<file path="src/hdl/assert_macros.svh">
// Assertion helpers shared by the RTL.
`ifndef ASSERT_MACROS_SVH
`define ASSERT_MACROS_SVH

// Checked on every rising edge of i_clk, ignored while i_rst_n is low.
`define SBS_ASSERT(lbl, prop, msg) \
    lbl: assert property (@(posedge i_clk) disable iff (!i_rst_n) prop) \
        else $error(msg);

// Checked on every rising edge of i_clk, reset included.
`define SBS_ASSERT_ALWAYS(lbl, prop, msg) \
    lbl: assert property (@(posedge i_clk) prop) \
        else $error(msg);

`endif

</file>
<file path="src/hdl/sbs_pkg.sv">
package sbs_pkg;

    // Configuration port geometry
    localparam int CFG_INDEX_BITS  = 3;
    localparam int CFG_DATA_BITS   = 16;

    // Register field widths
    localparam int AXIS_COUNT_BITS = 2;
    localparam int EXT_BITS        = 16;
    localparam int BLK_BITS        = 8;

    // Width of one result item on the output stream
    localparam int KEPT_BITS       = 32;

    // Axes the register map can describe
    localparam int REG_AXES        = 3;

    // Register indexes on the configuration port
    typedef enum logic [CFG_INDEX_BITS-1:0] {
        REG_AXIS_COUNT = 3'd0,
        REG_EXTENT_A   = 3'd1,
        REG_EXTENT_B   = 3'd2,
        REG_EXTENT_C   = 3'd3,
        REG_BLOCK_SIZE = 3'd4,
        REG_STRIDE     = 3'd5
    } t_reg_index;

endpackage

</file>
<file path="src/hdl/strided_block_sampler_core.sv">
// Strided block sampler.
// Input stream (s_axis_*): one array element per transaction, raster order with the
// fastest axis last; tuser marks the first element of a new array and clears all
// position counters before that element is judged.
// Output stream (m_axis_*): the elements that sit in a kept block, in arrival order.
// Configuration: i_cfg_we writes i_cfg_data into register i_cfg_index
// (0 axis count, 1..3 extents slowest to fastest, 4 block size, 5 stride).
// Write only while the block is idle; counters are left as they are.
// A kept element is registered in the output register (skid register on a stall).
// Throughput: one element per cycle while s_axis_tready is high; the keep test and the
// axis counter carry chain are a single combinational pass off the position registers.
// Stall: a two-entry output queue (output register plus skid register) holds one
// more kept element after the receiver stops; dropped elements keep flowing, and
// s_axis_tready drops only while the skid register is full.
// Reset (synchronous, active low): registers go to 1, counters to the origin, queue
// empties. The block accepts elements as soon as reset is released.
`include "assert_macros.svh"

module strided_block_sampler_core
    import sbs_pkg::*;
#(
    parameter int MAX_AXES   = 3,
    parameter int COORD_BITS = 16,
    parameter int DATA_BITS  = 32
) (
    input  logic                                 i_clk,
    input  logic                                 i_rst_n,
    // Configuration write port
    input  logic                                 i_cfg_we,
    input  logic [CFG_INDEX_BITS-1:0]            i_cfg_index,
    input  logic [CFG_DATA_BITS-1:0]             i_cfg_data,
    // Element input
    input  logic                                 s_axis_tvalid,
    output logic                                 s_axis_tready,
    input  logic [((DATA_BITS+7)/8)*8-1:0]       s_axis_tdata,  // [DATA_BITS-1:0] value
    input  logic                                 s_axis_tuser,  // [0] restart
    // Kept element output
    output logic                                 m_axis_tvalid,
    input  logic                                 m_axis_tready,
    output logic [KEPT_BITS-1:0]                 m_axis_tdata   // [31:0] kept_value
);

    localparam int CMP_BITS = ((COORD_BITS > EXT_BITS) ? COORD_BITS : EXT_BITS) + 1;
    localparam logic [AXIS_COUNT_BITS-1:0] MAX_AXES_C = AXIS_COUNT_BITS'(MAX_AXES);

    // Configuration registers
    logic [AXIS_COUNT_BITS-1:0] r_axis_count;
    logic [EXT_BITS-1:0]        r_extent [REG_AXES];
    logic [BLK_BITS-1:0]        r_block_size;
    logic [BLK_BITS-1:0]        r_stride;

    // Per-axis position state, slowest axis first
    logic [COORD_BITS-1:0]      r_coord [MAX_AXES];
    logic [BLK_BITS-1:0]        r_off   [MAX_AXES];
    logic [BLK_BITS-1:0]        r_phase [MAX_AXES];
    logic [COORD_BITS-1:0]      n_coord [MAX_AXES];
    logic [BLK_BITS-1:0]        n_off   [MAX_AXES];
    logic [BLK_BITS-1:0]        n_phase [MAX_AXES];

    // Output queue
    logic                       r_out_valid;
    logic [KEPT_BITS-1:0]       r_out_data;
    logic                       r_skid_valid;
    logic [KEPT_BITS-1:0]       r_skid_data;

    logic                       s_fire;
    logic                       m_fire;
    logic                       w_restart;
    logic [AXIS_COUNT_BITS-1:0] w_axes;
    logic [BLK_BITS-1:0]        w_bs;
    logic [BLK_BITS-1:0]        w_st;
    logic [MAX_AXES-1:0]        w_en;
    logic [MAX_AXES-1:0]        w_ok;
    logic [MAX_AXES-1:0]        w_wrap;
    logic [MAX_AXES:0]          w_carry;
    logic                       w_keep;
    logic                       w_push;
    logic [KEPT_BITS-1:0]       w_value;

    assign s_axis_tready = !r_skid_valid;
    assign s_fire        = s_axis_tvalid && s_axis_tready;
    assign m_fire        = r_out_valid && m_axis_tready;
    assign m_axis_tvalid = r_out_valid;
    assign m_axis_tdata  = r_out_data;
    assign w_restart     = s_axis_tuser;
    assign w_value       = KEPT_BITS'(s_axis_tdata[DATA_BITS-1:0]);

    // Register write decode
    always_ff @(posedge i_clk) begin
        if (!i_rst_n) begin
            r_axis_count <= AXIS_COUNT_BITS'(1);
            r_extent[0]  <= EXT_BITS'(1);
            r_extent[1]  <= EXT_BITS'(1);
            r_extent[2]  <= EXT_BITS'(1);
            r_block_size <= BLK_BITS'(1);
            r_stride     <= BLK_BITS'(1);
        end else if (i_cfg_we) begin
            unique case (t_reg_index'(i_cfg_index))
                REG_AXIS_COUNT: r_axis_count <= i_cfg_data[AXIS_COUNT_BITS-1:0];
                REG_EXTENT_A:   r_extent[0]  <= i_cfg_data[EXT_BITS-1:0];
                REG_EXTENT_B:   r_extent[1]  <= i_cfg_data[EXT_BITS-1:0];
                REG_EXTENT_C:   r_extent[2]  <= i_cfg_data[EXT_BITS-1:0];
                REG_BLOCK_SIZE: r_block_size <= i_cfg_data[BLK_BITS-1:0];
                REG_STRIDE:     r_stride     <= i_cfg_data[BLK_BITS-1:0];
                default: ;
            endcase
        end
    end

    // Zero block size, stride or axis count behave as one; count capped at MAX_AXES
    always_comb begin
        w_bs = (r_block_size == '0) ? BLK_BITS'(1) : r_block_size;
        w_st = (r_stride == '0) ? BLK_BITS'(1) : r_stride;
        if (r_axis_count == '0) begin
            w_axes = AXIS_COUNT_BITS'(1);
        end else if (r_axis_count > MAX_AXES_C) begin
            w_axes = MAX_AXES_C;
        end else begin
            w_axes = r_axis_count;
        end
    end

    // Carry enters at the fastest axis and ripples toward the slowest
    assign w_carry[MAX_AXES] = 1'b1;

    for (genvar d = 0; d < MAX_AXES; d++) begin : g_axis
        logic [COORD_BITS-1:0] e_coord;
        logic [BLK_BITS-1:0]   e_off;
        logic [BLK_BITS-1:0]   e_phase;
        logic [COORD_BITS-1:0] c_inc;
        logic [BLK_BITS-1:0]   off_inc;
        logic [BLK_BITS-1:0]   ph_inc;
        logic                  adv;

        // Restart moves this element to the origin before it is judged
        assign e_coord = w_restart ? '0 : r_coord[d];
        assign e_off   = w_restart ? '0 : r_off[d];
        assign e_phase = w_restart ? '0 : r_phase[d];

        assign w_en[d] = AXIS_COUNT_BITS'(d) < w_axes;

        // Kept block: phase zero and block end (start + bs) within the extent
        assign w_ok[d] = (e_phase == '0) &&
                         (CMP_BITS'(e_coord) + CMP_BITS'(w_bs) <=
                          CMP_BITS'(r_extent[d]) + CMP_BITS'(e_off));

        assign w_wrap[d] = (e_coord == '1) ||
                           (CMP_BITS'(e_coord) + CMP_BITS'(1) >= CMP_BITS'(r_extent[d]));

        assign adv        = w_en[d] && w_carry[d+1];
        assign w_carry[d] = w_en[d] ? (w_carry[d+1] && w_wrap[d]) : w_carry[d+1];

        assign c_inc   = e_coord + COORD_BITS'(1);
        assign off_inc = e_off + BLK_BITS'(1);
        assign ph_inc  = e_phase + BLK_BITS'(1);

        // Next position of this axis
        always_comb begin
            n_coord[d] = e_coord;
            n_off[d]   = e_off;
            n_phase[d] = e_phase;
            if (adv) begin
                if (w_wrap[d]) begin
                    n_coord[d] = '0;
                    n_off[d]   = '0;
                    n_phase[d] = '0;
                end else begin
                    n_coord[d] = c_inc;
                    if (off_inc >= w_bs) begin
                        n_off[d]   = '0;
                        n_phase[d] = (ph_inc >= w_st) ? '0 : ph_inc;
                    end else begin
                        n_off[d]   = off_inc;
                    end
                end
            end
        end

        always_ff @(posedge i_clk) begin
            if (!i_rst_n) begin
                r_coord[d] <= '0;
                r_off[d]   <= '0;
                r_phase[d] <= '0;
            end else if (s_fire) begin
                r_coord[d] <= n_coord[d];
                r_off[d]   <= n_off[d];
                r_phase[d] <= n_phase[d];
            end
        end
    end

    assign w_keep = &(~w_en | w_ok);
    assign w_push = s_fire && w_keep;

    // Output register with skid slot behind it
    always_ff @(posedge i_clk) begin
        if (!i_rst_n) begin
            r_out_valid  <= 1'b0;
            r_skid_valid <= 1'b0;
        end else if (!r_out_valid || m_fire) begin
            if (r_skid_valid) begin
                r_out_valid  <= 1'b1;
                r_skid_valid <= 1'b0;
            end else begin
                r_out_valid  <= w_push;
            end
        end else if (w_push) begin
            r_skid_valid <= 1'b1;
        end
    end

    always_ff @(posedge i_clk) begin
        if (!r_out_valid || m_fire) begin
            r_out_data <= r_skid_valid ? r_skid_data : w_value;
        end
        if (r_out_valid && !m_fire && w_push) begin
            r_skid_data <= w_value;
        end
    end

    // Checks
    `SBS_ASSERT(a_skid_behind_out, r_skid_valid |-> r_out_valid,
        "skid entry held while output register empty")
    `SBS_ASSERT(a_stalled_push_skids,
        (w_push && r_out_valid && !m_axis_tready) |=> r_skid_valid,
        "kept element lost while output stalled")
    `SBS_ASSERT(a_offset_within_coord,
        CMP_BITS'(r_off[0]) <= CMP_BITS'(r_coord[0]),
        "block offset ahead of coordinate on slowest axis")
    `SBS_ASSERT(a_state_holds_idle, !s_fire |=> $stable(r_coord[0]),
        "position moved without an input transaction")

endmodule
</file>
<file path="config.mk">
export PLATFORM = sky130hd
export DESIGN_NAME = strided_block_sampler_core
export DESIGN_NICKNAME = d
export VERILOG_FILES = /design/src/hdl/sbs_pkg.sv /design/src/hdl/strided_block_sampler_core.sv
export VERILOG_INCLUDE_DIRS = /design/src /design/src/hdl
export SDC_FILE = /design/constraint.sdc
export NUM_CORES = 1
export LEC_CHECK = 0
export BUFFER_PORTS_ARGS = -buffer_cell sky130_fd_sc_hd__clkbuf_2
export CAP_MARGIN = 10
export CORE_ASPECT_RATIO = 1.2
export CORE_MARGIN = 2
export CORE_UTILIZATION = 40
export CTS_CLUSTER_DIAMETER = 30
export CTS_CLUSTER_SIZE = 8
export DETAILED_ROUTE_END_ITERATION = 8
export PLACE_DENSITY_LB_ADDON = 0.3
export SLEW_MARGIN = 20
export SYNTH_ARGS = -nofsm -noshare
export SYNTH_HDL_FRONTEND = slang
export SYNTH_SLANG_ARGS = --single-unit
</file>
<file path="constraint.sdc">
create_clock -name i_clk -period 11.5 [get_ports i_clk]
set_clock_uncertainty 0.2 [all_clocks]
set_input_delay 1.15 -clock i_clk [delete_from_list [all_inputs] [get_ports i_clk]]
set_output_delay 1.15 -clock i_clk [all_outputs]
set_load 0.01 [all_outputs]
</file>
=== Yosys cells after proc, flatten, opt, wreduce, memory -nomap -nowiden ===
Memories as Yosys holds them, arrays and structs flattened.
Cells that the tools add are included.

* Flip-flop bits (word level): 84
* RAM bits: 144
* Input bits: 57
* Output and inout bits: 34
* Word-level logic and storage cells: 170
* Memories: 4

* Add/subtract/negate cells: 18
* Magnitude comparators: 16
* Equal/unequal tests: 8
* Mux-type cells: 72
* Bitwise gates (word level): 15
* Reductions and logical operators: 30

{| class="wikitable"
|+ Memories
! name !! words !! bits a word !! read ports !! clocked after Yosys merged registers in !! write ports !! line !! RTL
|-
| r_coord || 3 || 16 || 3 || 0 || 3 || strided_block_sampler_core.sv:53 || <nowiki>logic [COORD_BITS-1:0] r_coord [MAX_AXES];</nowiki>
|-
| r_extent || 3 || 16 || 3 || 0 || 3 || strided_block_sampler_core.sv:48 || <nowiki>logic [EXT_BITS-1:0] r_extent [REG_AXES];</nowiki>
|-
| r_off || 3 || 8 || 3 || 0 || 3 || strided_block_sampler_core.sv:54 || <nowiki>logic [BLK_BITS-1:0] r_off [MAX_AXES];</nowiki>
|-
| r_phase || 3 || 8 || 3 || 0 || 3 || strided_block_sampler_core.sv:55 || <nowiki>logic [BLK_BITS-1:0] r_phase [MAX_AXES];</nowiki>
|}

{| class="wikitable"
|+ Operators by type and width
! kind !! number
|-
| 8-bit 2-to-1 mux || 35
|-
| 16-bit 2-to-1 mux || 15
|-
| 16-bit by 8-bit adder with 17-bit output || 6
|-
| 16-bit by 1-bit adder with 17-bit output (second input constant) || 3
|-
| 17-bit by 16-bit greater-or-equal comparator with 1-bit output || 3
|-
| 17-bit <= comparator || 3
|-
| 16-bit by 1-bit adder with 16-bit output (second input constant) || 3
|-
| 8-bit by 1-bit adder with 8-bit output (second input constant) || 6
|-
| 16-bit == test (second input constant) || 3
|-
| 8-bit greater-or-equal comparator || 6
|-
| 8-bit logical NOT || 5
|-
| 32-bit 2-to-1 mux || 1
|-
| 1-bit 2-to-1 mux || 19
|-
| 1-bit bitwise OR || 12
|-
| 1-bit logical AND || 11
|-
| 3-bit by 2-bit == test with 1-bit output (second input constant) || 2
|-
| 3-bit == test (second input constant) || 2
|-
| 2-bit AND reduction || 3
|-
| 1-bit logical OR || 4
|-
| 1-bit by 2-bit less-than comparator with 1-bit output (first input constant) || 2
|-
| 2-bit 2-to-1 mux || 2
|-
| 3-bit by 1-bit == test with 1-bit output (second input constant) || 1
|-
| 1-bit logical NOT || 3
|-
| 3-bit logical NOT || 1
|-
| other kinds (8) || 8
|}

=== Depth between registers and ports, before layout ===
An unclocked memory read counts as a cell.

* Depth in word-level cells: 11
* Depth in mapped cells: 27
* Mapped depth without buffers: 21

=== Least setup slack after synthesis ===
Ideal clock, no wire load.

* Path kind: input to register
* Start point: input port s_axis_tuser
* End point: register r_skid_data[0], enable pin
* Library setup time: 0.480 ns
* Arrival: 8.499 ns
* Required time: 10.820 ns
* Setup slack: 2.320 ns
* Cell stages on the path: 25
* Path buffers: 7
* Path through: buf_2 > buf_2 > buf_2 > buf_2 > buf_2 > clkbuf_1 > clkbuf_1 > nor2b_1 > ha_1 > a21o_1 > maj3_1 > o211a_1 > a31o_2 > a2111o_1 > nand2_1 > xor2_1 > nor2_1 > ha_1 > a21o_1 > a21o_1 > a21oi_1 > o21ai_0 > a2111oi_0 > o211ai_1 > a311oi_1

* Word-level cells in the longest chain between the ends: 8
* Elaborated cells between the ends (all ways): 28
* Those cells by class: add/sub (6); order compare (3); mux (9); bitwise (1); reduce/logical (9)

{| class="wikitable"
|+ RTL lines
! item !! line !! RTL
|-
| from (decl) || strided_block_sampler_core.sv:36 || <nowiki>input logic s_axis_tuser,</nowiki>
|-
| 16-bit 2-to-1 mux or 8-bit 2-to-1 mux (tied branches) || strided_block_sampler_core.sv:136, strided_block_sampler_core.sv:137 ||
|-
| 16-bit by 8-bit adder with 17-bit output, on equally long branches || strided_block_sampler_core.sv:144, strided_block_sampler_core.sv:145 ||
|-
| 17-bit <= comparator || strided_block_sampler_core.sv:144 || <nowiki>(CMP_BITS'(e_coord) + CMP_BITS'(w_bs) <=</nowiki>
|-
| 1-bit logical AND || strided_block_sampler_core.sv:143 || <nowiki>assign w_ok[d] = (e_phase == '0) &&</nowiki>
|-
| 3-bit bitwise OR (*) || strided_block_sampler_core.sv:192 || <nowiki>assign w_keep = &(~w_en | w_ok);</nowiki>
|-
| 3-bit AND reduction (*) || strided_block_sampler_core.sv:192 ||
|-
| 1-bit logical AND (*) || strided_block_sampler_core.sv:193 || <nowiki>assign w_push = s_fire && w_keep;</nowiki>
|-
| 1-bit logical AND (*) || strided_block_sampler_core.sv:216 || <nowiki>if (r_out_valid && !m_fire && w_push) begin</nowiki>
|-
| to (signal assigned) || strided_block_sampler_core.sv:217 || <nowiki>r_skid_data <= w_value;</nowiki>
|-
| to (decl) || strided_block_sampler_core.sv:64 || <nowiki>logic [KEPT_BITS-1:0] r_skid_data;</nowiki>
|}

Mark *: on every way between the ends. The rest lies on a longest branch, timed or not.
A chain may end at the register's enable or synchronous reset.

=== Worst setup path after layout ===
* Start point: register r_block_size[1]
* End point: register r_skid_data[13], enable pin

* Word-level cells in the longest chain between the ends: 9
* Elaborated cells between the ends (all ways): 15
* Those cells by class: add/sub (3); order compare (3); mux (1); bitwise (1); reduce/logical (7)

{| class="wikitable"
|+ RTL lines
! item !! line !! RTL
|-
| from (decl) || strided_block_sampler_core.sv:49 || <nowiki>logic [BLK_BITS-1:0] r_block_size;</nowiki>
|-
| from (signal assigned) || strided_block_sampler_core.sv:103 || <nowiki>REG_BLOCK_SIZE: r_block_size <= i_cfg_data[BLK_BITS-1:0];</nowiki>
|-
| 8-bit logical NOT || strided_block_sampler_core.sv:112 || <nowiki>w_bs = (r_block_size == '0) ? BLK_BITS'(1) : r_block_size;</nowiki>
|-
| 8-bit 2-to-1 mux (*) || strided_block_sampler_core.sv:112 ||
|-
| 16-bit by 8-bit adder with 17-bit output || strided_block_sampler_core.sv:144 ||
|-
| 17-bit <= comparator || strided_block_sampler_core.sv:144 ||
|-
| 1-bit logical AND || strided_block_sampler_core.sv:143 ||
|-
| 3-bit bitwise OR (*) || strided_block_sampler_core.sv:192 ||
|-
| 3-bit AND reduction (*) || strided_block_sampler_core.sv:192 ||
|-
| 1-bit logical AND (*) || strided_block_sampler_core.sv:193 ||
|-
| 1-bit logical AND (*) || strided_block_sampler_core.sv:216 ||
|}

Marked as above.

==> run_results.csv <==
group,metric,value,unit
floorplan,pin_count,91,
timing,setup_viol,0,
synth,yosysSeqAreaShare,36.63,%
synth,synthTopCellsByArea,"edfxtp_1 (34%), ha_1 (13%), xnor2_1 (4.5%)",
timing,fin_crit,7477,ps
pwr,p_leak,8.438,nW
drt,vias,15499,
drt,detail_route.iter0.violations,1246,
grt,track_usage,22.86,%
grt,use_met3,4.129,%
synth,ys_async_sr_fraction,0,%
drt,wl_per_cell,19.85,µm
critical_path,crit_fanout,32,
clock_network,cts_setup_buffers,0,
critical_path,cp-start-kind,"flop",
synth,synth.largest_area_cell,"edfxtp_1",
placement,gp_congestion,0.8903,
synth,synth_cells,1966,
pwr,pwr-share-comb,13.1,%
synth,ys_ff_latch,228,
timing,grt_setup_unrepaired,"false",
clock_network,htree_levels,2,
min_path,min_path_type,"flop to flop",
synth,ys.flop_type,"edfxtp_1",
drt,drtPass1Iterations,5,
clock_network,clk_path_buf_depth,3,
timing,timing.final.crit_share,65.02,%
grt,grt-ovfl-total,0,
floorplan,dieArea,47090,µm²
clock_network,cts_made_buffers,53,
grt,grt_pass1_vias,15466,
timing,finalSetupTns,0,ps
grt,top_usage_layer,"met2",
pwr,clkPwrFrac,52.2,%
timing,hold_viol_final,0,
critical_path,arrival,7490,ps
final_layout,synthToLayoutAreaGrowth,15.70,%
timing,fmax,0.1337,GHz
pwr,p_sw,776.6,µW
pwr,switching_share,26.95,%
clock_network,cts_root_buf,"clkbuf_16",
drt,drc,0,
floorplan,start_util,40.43,%
grt,antenna_found_initial,1,
clock_network,clk_pin_slew,50,ps
drt,vias_per_cell,5.740,
timing,finalMaxSlewViolations,0,
synth,avgSynthCellArea,9.230,µm²
placement,dp_hpwl,39340,µm
synth,syn_nets,2218,
pwr,seqPwrFrac,34.6,%
status,status,"completed",
synth,netlist.area_leader.share,34.42,%
pwr,peakVddDrop,0.0001115,V
floorplan,die_h,237.3,µm
pwr,internal_power,2.105,mW
critical_path,cp.required,11520,ps
floorplan,core_area,44880,µm²
floorplan,rows,85,
critical_path,end_kind,"flop",
critical_path,cp_cell_sequence,"inv_1 > a41o_1 > ha_1 > fa_1 > a21oi_1 > o21ai_0 > and2_1 > o22ai_1 > a21boi_0 > o31ai_1 > nor2_1 > xor2_1 > ha_1 > a21o_1 > a21o_1 > a21oi_1 > o21ai_0 > a2111oi_0 > o211ai_1 > a311oi_4 > buf_4",
placement,port_buffers,90,
drt,drt-total-wl,53600,µm
final_layout,fin_nets,2300,
clock_network,clkLatencyLatePin,600,ps
synth,syn_area,18150,µm²
flow_run,cap_violations,0,
final_layout,design_area,21000,µm²
clock_network,cts_tree,"built",
grt,grt_pass1_wl,84320,µm
grt,grt_max_degree,70,
critical_path,cp_slowest_stage_delay,730,ps
pwr,p_per_area,137.2,nW/µm²
drt,ant_nets,0,
clock_network,postCtsHoldBufs,0,
clock_network,ctsResizeCount,0,
synth,synth_cell_type_count,83,
clock_network,clock-sinks,228,
pwr,finalPower,2.881,mW
critical_path,critPathSlowestCell,"dfxtp_1",
synth,synth_edf_count,208,
grt,grtUsageMet2,37.85,%
floorplan,die_w,198.4,µm
grt,met1_usage,28.48,%
synth,yosys_warnings,0,
critical_path,critPathKind,"flop to flop",
final_layout,drive_above_1_share,12.58,%
timing,tightest_slew,1028,ps
placement,placed_area,19200,µm²
timing,relSlewSlack,31.24,%
==> placed cells by master, fill, tap and decap left out, types with 8 or more instances in the layout <==
cell and n:
clkbuf_1 8, or3_1 11, edfxtp_1 208, and4_1 10, and3_1 14, inv_1 113
nor2b_1 76, o22ai_1 10, a22o_1 9, clkinv_4 12, a31oi_1 14, nor4_1 10
nand4_1 35, a211oi_1 17, ha_1 189, a21oi_1 133, mux2_2 33, mux2i_1 8
o21a_1 20, clkbuf_16 53, or2_2 10, nand3_1 78, buf_4 23, a22oi_1 17
nor2_1 152, clkbuf_2 89, nand3b_1 17, dfxtp_1 19, and2_1 30, nand2_1 167
o211ai_1 12, xor2_1 55, nand2b_1 20, a21o_1 36, nor3_1 37, xnor2_1 93
o21ai_0 106, a221oi_1 8
==> logic make-up (layout without fill, tap and decap cells) <==
group,Yosys count,count (layout),share of synthesized area (%)
flip-flops,228,228,36.63
multiplexers,41,41,2.489
XOR/XNOR,148,148,7.143
other,0,1,0
AND/OR/NAND/NOR,696,696,19.55
buffers and inverters,202,326,4.454
adder cells (fa/ha/maj),201,201,14.02
AO/OA/AOI/OAI,450,450,15.71
==> power by group through the flow <==
stage	registers [mW]	clock network (mW)	logic [mW]
2_1_floorplan	1.00	0	0.258
3_3_place_gp	1.01	0	0.364
3_5_place_dp	1.01	0	0.374
4_1_cts	0.997	1.53	0.377
5_1_grt	1.00	1.57	0.421
6_report	0.998	1.51	0.378
==> layout make-up <==
class	instances	area, µm²
multi-input combinational	1536	10740
clock inverter	36	434.2
clock buffer	61	1356
fill	4361	23890
antenna	1	2.502
timing repair buffer	112	618.1
tap	609	762.0
sequential	228	6648
inverter	117	439.2
==> metrics by stage <==
step                hold WS, ps  setup slack, ps  instances  utilization (%)
CTS                       253.5             4123       2699            46.77
global route              280.3             3661       2699            46.77
finish                    255.8             4023       2700            46.78
detailed placement        246.8             3622       2602            42.78
global placement          245.6             3746       2602            42.78
floorplan                 236.3             2320       1966                -
==> state kept, by name, summed over array words and instances (netlist names) <==
| name | count |
|---|---|
| m_axis_tdata | 32 |
| m_axis_tvalid | 1 |
| r_axis_count | 2 |
| r_block_size | 8 |
| r_coord | 48 |
| r_extent | 48 |
| r_off | 24 |
| r_phase | 24 |
| r_skid_data | 32 |
| r_skid_valid | 1 |
| r_stride | 8 |
==> synthesized netlist by cell type, types with 20 or more instances <==
library cell and instances:
edfxtp_1 208, nor2_1 153, a21oi_1 133, ha_1 189
mux2_2 33, and2_1 30, nor3_1 38, o21ai_0 109
o21a_1 20, inv_1 113, dfxtp_1 20, nor2b_1 77
a21o_1 36, nand2_1 167, nand3_1 79, xor2_1 55
nand2b_1 20, nand4_1 35, clkbuf_1 57, xnor2_1 93
==> metal layers <==
layer  vias to the layer above  share of wire [%]
met2                       563                 47
li1                       7363                  -
met1                      7433                 42
met5                         -                  0
met3                       140                6.6
met4                         0                5.0
==> worst max-delay path: cells and delay by family (launching register included) <==
kind	cells	cell delay (ps)
flip-flops	1	730
buffers and inverters	2	770
AND/OR/NAND/NOR	2	290
XOR/XNOR	1	180
AO/OA/AOI/OAI	13	3810
adder cells (fa/ha/maj)	3	1110
==> final timing paths <==
path                        start         endpoint  slack, ps  depth (start not counted)
setup reg to reg  r_block_size[1]  r_skid_data[13]       4020                         21
hold reg to reg       r_stride[7]      r_stride[7]        260                          2
setup / recovery  r_block_size[1]  r_skid_data[13]       4020                         21
hold / removal        r_stride[7]      r_stride[7]        260                          2
Power figures use the tool's default switching activity.
